`config.mk`:
```
export PLATFORM = sky130hd
export DESIGN_NAME = lsb_first_bit_packer_core
export DESIGN_NICKNAME = d
export VERILOG_FILES = /design/src/lsbbp_pkg.sv /design/src/lsbbp_pack.sv /design/src/lsbbp_drain.sv /design/src/lsb_first_bit_packer_core.sv
export VERILOG_INCLUDE_DIRS = /design/src /design/src/src
export SDC_FILE = /design/constraint.sdc
export NUM_CORES = 1
export LEC_CHECK = 0
export BUFFER_PORTS_ARGS = -buffer_cell sky130_fd_sc_hd__buf_4
export CORE_MARGIN = 2
export CORE_UTILIZATION = 55
export DETAILED_ROUTE_END_ITERATION = 8
export HOLD_SLACK_MARGIN = 0.03
export PLACE_DENSITY = 0.76
export SYNTH_ARGS = -nofsm -noshare
export SYNTH_HDL_FRONTEND = slang
export SYNTH_SLANG_ARGS = --single-unit
```
`constraint.sdc`:
```
create_clock -name clk -period 6.1 [get_ports clk]
set_clock_uncertainty 0.1 [all_clocks]
set_input_delay 0.61 -clock clk [delete_from_list [all_inputs] [get_ports clk]]
set_output_delay 0.61 -clock clk [all_outputs]
set_load 0.1 [all_outputs]
```
`src/lsb_first_bit_packer_core_assert.svh`:
```
// Assertion macros for the bit packer RTL.
// Depends on a clock named clk and an active-high reset named rst in scope.
`ifndef LSB_FIRST_BIT_PACKER_CORE_ASSERT_SVH
`define LSB_FIRST_BIT_PACKER_CORE_ASSERT_SVH

// A condition that holds at every clock edge outside reset.
`define LSBBP_ASSERT_ALWAYS(label, cond) \
  label: assert property (@(posedge clk) disable iff (rst) (cond)) \
    else $error("bit packer: invariant violated");

// A condition in one cycle that forces another in the next cycle.
`define LSBBP_ASSERT_NEXT(label, pre, post) \
  label: assert property (@(posedge clk) disable iff (rst) (pre) |=> (post)) \
    else $error("bit packer: sequence violated");

`endif

```
`src/lsbbp_pkg.sv`:
```
// Shared types and constants for the LSB-first bit packer.
// No dependencies; used by every module of the block.
package lsbbp_pkg;

  // Widest bit field one request may append.
  localparam int MAX_FIELD_BITS = 64;
  localparam int DATA_W         = 64;
  localparam int COUNT_W        = 7;
  localparam int PEND_W         = 7;
  localparam int PEND_CNT_W     = 3;
  // Bytes one request may produce: a padded partial byte plus eight data bytes.
  localparam int MAX_RESULTS    = 9;
  localparam int RES_CNT_W      = 4;
  localparam int BUF_W          = 8 * MAX_RESULTS;
  localparam int MAX_BYTES      = 8;

  // Request kinds.
  localparam logic CMD_BITS  = 1'b0;
  localparam logic CMD_BYTES = 1'b1;

  // One registered input request.
  typedef struct packed {
    logic               cmd;
    logic [DATA_W-1:0]  data;
    logic [COUNT_W-1:0] count;
  } item_t;

  // Result of packing one request against the pending bits.
  typedef struct packed {
    logic [BUF_W-1:0]      bytes;
    logic [RES_CNT_W-1:0]  n;
    logic [PEND_W-1:0]     pend_bits;
    logic [PEND_CNT_W-1:0] pend_count;
  } pack_res_t;

  // Load request from the input stage into the output buffer.
  typedef struct packed {
    logic                 load;
    logic [BUF_W-1:0]     bytes;
    logic [RES_CNT_W-1:0] n;
  } drain_in_t;

endpackage

```
`src/lsbbp_pack.sv`:
```
// Combinational packing of one request against the pending partial byte.
// Depends on lsbbp_pkg.
module lsbbp_pack (
  input  lsbbp_pkg::item_t                        item,
  input  logic [lsbbp_pkg::PEND_W-1:0]            pend_bits,
  input  logic [lsbbp_pkg::PEND_CNT_W-1:0]        pend_count,
  output lsbbp_pkg::pack_res_t                    res
);

  logic [lsbbp_pkg::COUNT_W-1:0]   bit_cnt;
  logic [lsbbp_pkg::DATA_W-1:0]    val_mask;
  logic [lsbbp_pkg::DATA_W-1:0]    val;
  logic [lsbbp_pkg::BUF_W-1:0]     stream;
  logic [lsbbp_pkg::COUNT_W-1:0]   avail;
  logic [lsbbp_pkg::RES_CNT_W-1:0] bit_n;
  logic [lsbbp_pkg::BUF_W-1:0]     rest;
  logic [lsbbp_pkg::RES_CNT_W-1:0] byte_cnt;
  logic                            has_part;

  // Bit append: saturate the width, mask the field and place it after the pending bits.
  always_comb begin
    bit_cnt = (item.count > lsbbp_pkg::COUNT_W'(lsbbp_pkg::MAX_FIELD_BITS)) ?
              lsbbp_pkg::COUNT_W'(lsbbp_pkg::MAX_FIELD_BITS) : item.count;
    val_mask = (bit_cnt >= lsbbp_pkg::COUNT_W'(lsbbp_pkg::DATA_W)) ? '1 :
               ((lsbbp_pkg::DATA_W'(1) << bit_cnt) - lsbbp_pkg::DATA_W'(1));
    val      = item.data & val_mask;
    stream   = ({{(lsbbp_pkg::BUF_W - lsbbp_pkg::DATA_W){1'b0}}, val} << pend_count)
             | {{(lsbbp_pkg::BUF_W - lsbbp_pkg::PEND_W){1'b0}}, pend_bits};
    avail    = bit_cnt + lsbbp_pkg::COUNT_W'(pend_count);
    bit_n    = lsbbp_pkg::RES_CNT_W'(avail >> 3);
    // Bits of the incomplete byte are zero above the new count by construction.
    rest     = stream >> {bit_n, 3'b000};
  end

  // Byte append: flush any partial byte, then the saturated number of data bytes.
  always_comb begin
    byte_cnt = (item.count > lsbbp_pkg::COUNT_W'(lsbbp_pkg::MAX_BYTES)) ?
               lsbbp_pkg::RES_CNT_W'(lsbbp_pkg::MAX_BYTES) :
               item.count[lsbbp_pkg::RES_CNT_W-1:0];
    has_part = (pend_count != '0);
  end

  // Select the outcome for the request kind.
  always_comb begin
    unique case (item.cmd)
      lsbbp_pkg::CMD_BITS: begin
        res.bytes      = stream;
        res.n          = bit_n;
        res.pend_bits  = rest[lsbbp_pkg::PEND_W-1:0];
        res.pend_count = avail[lsbbp_pkg::PEND_CNT_W-1:0];
      end
      default: begin
        res.bytes      = has_part ? {item.data, 1'b0, pend_bits} : {8'd0, item.data};
        res.n          = byte_cnt + lsbbp_pkg::RES_CNT_W'(has_part);
        res.pend_bits  = '0;
        res.pend_count = '0;
      end
    endcase
  end

endmodule

```
`src/lsbbp_drain.sv`:
```
// Output buffer that hands out the bytes of one packed request, one per cycle while m_tready is high.
// Depends on lsbbp_pkg and the assertion macros.
`include "lsb_first_bit_packer_core_assert.svh"

module lsbbp_drain (
  input  logic                 clk,
  input  logic                 rst,
  input  lsbbp_pkg::drain_in_t din,
  output logic                 can_load,
  output logic                 m_tvalid,
  input  logic                 m_tready,
  output logic [7:0]           m_tdata,
  output logic                 m_tlast
);

  logic [lsbbp_pkg::BUF_W-1:0]     buf_bytes;
  logic [lsbbp_pkg::RES_CNT_W-1:0] remain;
  logic                            take;

  // The buffer can take new bytes when empty or when its final byte leaves now.
  assign take     = m_tvalid && m_tready;
  assign can_load = (remain == '0) || ((remain == lsbbp_pkg::RES_CNT_W'(1)) && m_tready);

  assign m_tvalid = (remain != '0);
  assign m_tdata  = buf_bytes[7:0];
  assign m_tlast  = (remain == lsbbp_pkg::RES_CNT_W'(1));

  // Byte count of the request being handed out.
  always_ff @(posedge clk) begin
    if (rst) begin
      remain <= '0;
    end else if (din.load) begin
      remain <= din.n;
    end else if (take) begin
      remain <= remain - lsbbp_pkg::RES_CNT_W'(1);
    end
  end

  // Byte buffer, shifted down as each byte is taken.
  always_ff @(posedge clk) begin
    if (din.load) begin
      buf_bytes <= din.bytes;
    end else if (take) begin
      buf_bytes <= buf_bytes >> 8;
    end
  end

  `LSBBP_ASSERT_ALWAYS(a_remain_range, remain <= lsbbp_pkg::RES_CNT_W'(lsbbp_pkg::MAX_RESULTS))
  `LSBBP_ASSERT_ALWAYS(a_load_allowed, !din.load || can_load)
  `LSBBP_ASSERT_NEXT(a_load_shows, din.load && (din.n != '0), m_tvalid)
  `LSBBP_ASSERT_NEXT(a_last_empties, take && m_tlast && !din.load, !m_tvalid)

endmodule

```
`src/lsb_first_bit_packer_core.sv`:
```
// LSB-first bit packer: appends bit fields or whole bytes to a byte stream.
// An accepted request passes through the input register and then the output buffer before its first byte can be taken.
// Throughput: one request per cycle while m_tready is high, when it yields at most one byte; otherwise
// the next request waits in the input register while the one-byte-wide output port hands out the bytes (up to nine).
// Reset (synchronous, active high) empties both stages and clears the pending bits.
module lsb_first_bit_packer_core (
  input  logic        clk,
  input  logic        rst,
  input  logic        s_tvalid,
  output logic        s_tready,
  input  logic [71:0] s_tdata,   // data [63:0], count [70:64], zero [71]
  input  logic        s_tuser,   // cmd [0]
  output logic        m_tvalid,
  input  logic        m_tready,
  output logic [7:0]  m_tdata,   // out_byte [7:0]
  output logic        m_tlast
);

  lsbbp_pkg::item_t                        item;
  logic                                    item_valid;
  logic [lsbbp_pkg::PEND_W-1:0]            pend_bits;
  logic [lsbbp_pkg::PEND_CNT_W-1:0]        pend_count;
  lsbbp_pkg::pack_res_t                    res;
  lsbbp_pkg::drain_in_t                    din;
  logic                                    can_load;
  logic                                    commit;
  logic                                    s_take;

  // A request leaves the input register when it yields nothing or the buffer frees.
  assign commit   = item_valid && ((res.n == '0) || can_load);
  assign s_tready = !item_valid || commit;
  assign s_take   = s_tvalid && s_tready;

  assign din.load  = commit && (res.n != '0);
  assign din.bytes = res.bytes;
  assign din.n     = res.n;

  // Input register.
  always_ff @(posedge clk) begin
    if (rst) begin
      item_valid <= 1'b0;
    end else if (s_tready) begin
      item_valid <= s_tvalid;
    end
  end

  always_ff @(posedge clk) begin
    if (s_take) begin
      item.cmd   <= s_tuser;
      item.data  <= s_tdata[lsbbp_pkg::DATA_W-1:0];
      item.count <= s_tdata[lsbbp_pkg::DATA_W +: lsbbp_pkg::COUNT_W];
    end
  end

  // Pending partial byte, updated as each request commits.
  always_ff @(posedge clk) begin
    if (rst) begin
      pend_bits  <= '0;
      pend_count <= '0;
    end else if (commit) begin
      pend_bits  <= res.pend_bits;
      pend_count <= res.pend_count;
    end
  end

  lsbbp_pack u_pack (
    .item       (item),
    .pend_bits  (pend_bits),
    .pend_count (pend_count),
    .res        (res)
  );

  lsbbp_drain u_drain (
    .clk      (clk),
    .rst      (rst),
    .din      (din),
    .can_load (can_load),
    .m_tvalid (m_tvalid),
    .m_tready (m_tready),
    .m_tdata  (m_tdata),
    .m_tlast  (m_tlast)
  );

endmodule

```
# == Word level (Yosys, flattened, before mapping) ==
# Index checks and enable logic that the tools add are counted.
# totals
ff_bits,159
in_bits,77
output_inout_bits,11
wordCells,45
# classes
add_sub_neg,4
order_cmp,3
n_eq_ne,1
shift,3
mux,9
bitwise_logic,2
n_reduce_logical,15
# op_table
op,count
$mux W72,3
$mux W86,1
$or A72 B7 Y72,1
$shl A64 B3 Y72,1
$shr A72 B7 Y7,1
$and A64 B64 Y64,1
$mux W64,1
$shl A1 B7 Y64 const A,1
$sub A64 B1 Y64 const B,1
$mux W4,3
$logic_not A4 Y1,2
$reduce_bool A4 Y1,2
$add A7 B3 Y7,1
$ge A7 B7 Y1 const B,1
$gt A7 B4 Y1 const B,1
$gt A7 B7 Y1 const B,1
$mux W7,1
$logic_and A1 B1 Y1,5
$add A4 B1 Y4,1
$eq A4 B1 Y1 const B,1
$sub A4 B1 Y4 const B,1
$logic_or A1 B1 Y1,3
$reduce_bool A3 Y1,1
$reduce_bool A2 Y1,1
$logic_not A1 Y1,1

# == Logic depth before layout (Yosys ltp) ==
# depth
depth_word,15
depth_mapped,19
depth_no_buf,13

# == Modules after synthesis ==
# From an unflattened synthesis, not the netlist that was laid out.
# hier_totals
cells_unflattened,1698
hier_area_um2,14363.8
# modules_own_cells
mod,n_inst,cells_each,area_per_inst_um2,seq_area_each_um2
lsbbp_pack,1,1349,8139.1,0.0
lsbbp_drain,1,199,3347.0,2242.2
lsb_first_bit_packer_core,1,150,2877.8,2382.3

# == Least setup slack after synthesis ==
# No wires, ideal clock.
# synth_timing
kind,register to register
start,register pend_count[0] (netlist bit)
end,register item[0] (netlist name)
setup_ns,0.438
t_arrival_ns,5.274
required_ns,5.562
path_slack_ns,0.288
path_stages_with_launch,14
path_buffers,4
period_less_slack_ns,5.812
path_cell_list,dfxtp_1 clkbuf_1 buf_1 clkbuf_1 buf_1 nand2_1 fa_1 nor2b_1 o31a_1 nand4b_1 o21a_4 o21bai_4 or2_2 and2_1
# synth_via
elab_chain_len,8
elab_cells_between_ends,9
classes_between,add/sub: 2; mux: 1; reduce/logical: 6
# synth_lines
element,line,source
from (decl),lsb_first_bit_packer_core.sv:22,logic [lsbbp_pkg::PEND_CNT_W-1:0] pend_count;
from (signal assigned),lsb_first_bit_packer_core.sv:62,pend_count <= res.pend_count;
$reduce_bool A3 Y1,lsbbp_pack.sv:40,has_part = (pend_count != '0);
$add A4 B1 Y4,lsbbp_pack.sv:54,res.n = byte_cnt + lsbbp_pkg::RES_CNT_W'(has_part);
$mux W86 *,lsbbp_pack.sv:45,unique case (item.cmd)
$logic_not A4 Y1 *,lsb_first_bit_packer_core.sv:30,assign commit = item_valid && ((res.n == '0) || can_load);
$logic_or A1 B1 Y1 *,lsb_first_bit_packer_core.sv:30,
$logic_and A1 B1 Y1 *,lsb_first_bit_packer_core.sv:30,
$logic_or A1 B1 Y1 *,lsb_first_bit_packer_core.sv:31,assign s_tready = !item_valid || commit;
net s_tready,lsb_first_bit_packer_core.sv:10,"output logic s_tready,"
$logic_and A1 B1 Y1 *,lsb_first_bit_packer_core.sv:32,assign s_take = s_tvalid && s_tready;
net s_take,lsb_first_bit_packer_core.sv:27,logic s_take;
# Mark *: on every way through the listed nets, which the timed path passes. The rest lies on a longest branch.
# A chain may end at the register's enable or synchronous reset.

# == Worst setup path after layout ==
# layout_timing
start,register item[6] (netlist name)
end,register u_drain.buf_bytes[22] (netlist bit) (data pin)
# layout_via
elab_chain_len,10
elab_cells_between_ends,20
classes_between,add/sub: 3; order compare: 3; shift: 2; mux: 5; bitwise: 2; reduce/logical: 5
# layout_lines
element,line,source
$gt A7 B7 Y1,lsbbp_pack.sv:22,bit_cnt = (item.count > lsbbp_pkg::COUNT_W'(lsbbp_pkg::MAX_FIELD_BITS)) ?
$mux W7,lsbbp_pack.sv:22,
$shl A1 B7 Y64,lsbbp_pack.sv:25,((lsbbp_pkg::DATA_W'(1) << bit_cnt) - lsbbp_pkg::DATA_W'(1));
$sub A64 B1 Y64,lsbbp_pack.sv:25,
$mux W64,lsbbp_pack.sv:24,val_mask = (bit_cnt >= lsbbp_pkg::COUNT_W'(lsbbp_pkg::DATA_W)) ? '1 :
$and A64 B64 Y64,lsbbp_pack.sv:26,val = item.data & val_mask;
$shl A64 B3 Y72,lsbbp_pack.sv:27,"stream = ({{(lsbbp_pkg::BUF_W - lsbbp_pkg::DATA_W){1'b0}}, val} << pend_count)"
$or A72 B7 Y72,lsbbp_pack.sv:28,"| {{(lsbbp_pkg::BUF_W - lsbbp_pkg::PEND_W){1'b0}}, pend_bits};"
$mux W86 *,lsbbp_pack.sv:45,
$mux W72 *,lsbbp_drain.sv:41,if (din.load) begin
to (signal assigned),lsbbp_drain.sv:42,buf_bytes <= din.bytes;
to (signal assigned),lsbbp_drain.sv:44,buf_bytes <= buf_bytes >> 8;
to (decl),lsbbp_drain.sv:16,logic [lsbbp_pkg::BUF_W-1:0] buf_bytes;
# Mark *: on every way between the ends. The rest lies on a longest branch, timed or not.

==> run summary <==
status: completed
Fin Setup TNS: 0 ps
Synth Area in Compound Gates: 28.57%
Num CTS Buffers: 17
drt wl/cell: 29.10 um
share of cells above drive strength 1: 13.96%
buffers and inverters on the worst path: 5
multiplexer share of the synthesized area: 5.760%
DP Area: 14060 um^2
die height: 160.1 um
async set-reset flop share out of synthesis: 0%
combinational share of power: 46.1%
GRT Total Usage: 43.54%
Post-CTS Setup Inserts: 0
# clock sinks: 159
worst-margin pin slew: 1155 ps
area of the multi-input gates: 7990 um^2
insertion delay of the later-clocked pin in the worst-skew pair: 460 ps
Final Instance Area: 14640 um^2
Starting Density: 55.60%
CP Launch Type: register
worst endpoint required time: 6210 ps
Post-CTS Hold Fix Bufs: 0
Final Hold Vio Count: 0
Flop pwr share: 34.4%
critical path peak fanout: 133
Post-Synth XOR/XNOR Area: 0.3921%
cell-by-cell trace of the critical path: buf_4 -> nand2b_1 -> inv_1 -> ha_1 -> nor2_1 -> a211oi_1 -> mux2i_1 -> buf_4 -> o22a_1 -> o211ai_1 -> buf_12 -> inv_1 -> mux2_2
die area: 25630 um^2
final core utilization: 60.72%
Finished Layout Cells: 1957
WL final: 56950 um
filler cell count in the final layout: 2196
via count: 14340
htree depth: 4
#FFs+latches synth: 159
dominant synthesized flop cell: edfxtp_1
Clk pwr share: 19.5%
sequential fraction of the synthesis area: 34.51%
PostCTS Resize Cnt: 0
Syn Nets: 1723
number of flops mapped to enable cells by yosys: 144
number of buffers added on ports: 86
RSZ-0062 raised after global routing: false
pin count of the biggest net entering global routing: 134
Power Internal: 2995 uW
DRC viols: 0
Worst VDD drop: 0.4708 mV
Synth Cell Area: 13400 um^2
# rows: 57
CTS clock-pin slew for the worst setup and hold paths: 80 ps
kind of cell adding the most delay to the critical path: buffers and inverters
Max-slew headroom: 22.39%
first-pass GRT wire length: 83020 um
syn_area_per_cell: 8.182 um^2
crit share post-route: 79.81%
leak pwr: 0.005246 uW
Max Clk Rate: 205.4 MHz
Pwr Density: 387.1 nW/um^2
number of global-route vias before repair: 12830
top-level I/O count: 88
core area: 24110 um^2
cells after synthesis: 1638
Final Max Tran Viols: 0
# setup viols final: 0
Critical Path End Type: register
clk buf depth: 2
root buf cell: clkbuf_16
Die W: 160.1 um
Syn. warnings: 0
critical path class: register to register
grt total ovfl: 0
Synth Area in Adders: 0.8029%
Final nets: 1705
Worst path slowest cell: buf_4
TritonCTS clock tree: done
switching power: 2670 uW
dpl hpwl: 41290 um
Hold WC Path Type: input pin to register
Storage cell area: 4633 um^2
main combinational cell family by area after synthesis: compound AO/OA/AOI/OAI gates
Yosys cell types: 102
Antenna diodes: 0
simple-gate share of the synthesized area: 23.94%
DP Cell Count: 1925
largest stage delay on the critical path: 620 ps
Layout area overhead: 9.215%
Final min period: 4868 ps
# Max-Cap Violations: 0
vias per cell: 7.325
switch share: 47.13%
Final ANT Viol Nets: 0
Arr. time, crit path: 4980 ps
router iterations before antenna repair: 7
placer congestion estimate: 1.040
iteration-0 DRC count of the detailed router: 2852
antenna violations before repair: 2
final cells by class:
type / instances / share of cell area (%)
clock inverter: 15 / 1.034
sequential: 159 / 31.66
clock buffer: 17 / 2.906
tap: 324 / 2.770
timing repair buffer: 120 / 6.326
multi-input combinational: 1294 / 54.59
inverter: 28 / 0.7181
power groups by stage:
stage	registers, uW	logic (uW)	clock network [uW]
finish	1950	2610	1110
CTS	1930	2510	1100
detailed placement	1960	2510	0
global route	1970	2760	1140
floorplan	1860	1820	0
global placement	1940	2460	0
per-stage QoR:
stage | hold slack, ps | total power [uW] | worst slack (ps)
after global routing | 224.2 | 5868 | 975.4
after CTS | 228.6 | 5548 | 1306
after global placement | 404.4 | 4403 | 1471
after floorplan | 352.8 | 3678 | 288.3
after detailed placement | 412.4 | 4464 | 1392
final | 218.8 | 5665 | 1232
synth_stat cells (all sizes together), types with 13 or more instances:
cell type / count / area, um^2
nand2: 266 / 1006
o21ai: 191 / 959.7
edfxtp: 144 / 4324
nor2: 108 / 405.4
clkbuf: 94 / 352.8
nand3: 76 / 385.4
a21oi: 63 / 315.3
buf: 63 / 350.3
mux2i: 49 / 490.5
nor3: 41 / 226.5
o211ai: 30 / 225.2
a31oi: 26 / 162.7
inv: 25 / 93.84
a211oi: 22 / 170.2
o22ai: 19 / 118.9
o31ai: 18 / 140.1
and3: 16 / 100.1
o21a: 16 / 127.6
a211o: 15 / 131.4
dfxtp: 15 / 300.3
mux2: 15 / 168.9
nor4: 14 / 93.84
or2: 14 / 87.58
and2: 13 / 81.33
metal layers:
metal	vias to the layer above	part of all wire, %	track usage (%)
met1	6717	39	60.03
met4	0	5.2	19.08
met5	-	0	0
li1	6206	-	-
met2	1201	41	61.14
met3	212	15	16.03
state kept, by name (all words and copies together), names as in the netlist:
| register | flops |
|---|---|
| item | 72 |
| item_valid | 1 |
| pend_bits | 7 |
| pend_count | 3 |
| u_drain.buf_bytes | 72 |
| u_drain.remain | 4 |
final timing paths:
path / start / slack, ps / endpoint / depth (start not counted)
worst max-delay path: item[6] / 1230 / u_drain.buf_bytes[22] / 13
worst min-delay path: s_tdata[19] / 220 / item[26] / 1
worst min register to register: u_drain.buf_bytes[62] / 430 / u_drain.buf_bytes[54] / 2
worst max register to register: item[6] / 1230 / u_drain.buf_bytes[22] / 13
cells in the final DEF (no fill, tap or decap), types with 17 or more instances in the layout:
| cell type | n |
|---|---|
| nor3_1 | 37 |
| inv_1 | 24 |
| o21ai_0 | 183 |
| o31ai_1 | 17 |
| buf_4 | 118 |
| nand3_1 | 75 |
| a211oi_1 | 21 |
| edfxtp_1 | 144 |
| clkbuf_16 | 17 |
| nor2_1 | 108 |
| mux2i_1 | 49 |
| a31oi_1 | 26 |
| nand2_1 | 264 |
| o211ai_1 | 30 |
| a21oi_1 | 63 |
| o22ai_1 | 19 |
cells by family after synthesis:
logic type / after synthesis
buffers and inverters: 185
and+or+nand+nor: 648
muxes: 69
xor gates and xnor gates: 6
adders and majority gates: 8
AOI/OAI and AO/OA: 563
DFF: 159
Power figures use the tool's default switching activity.
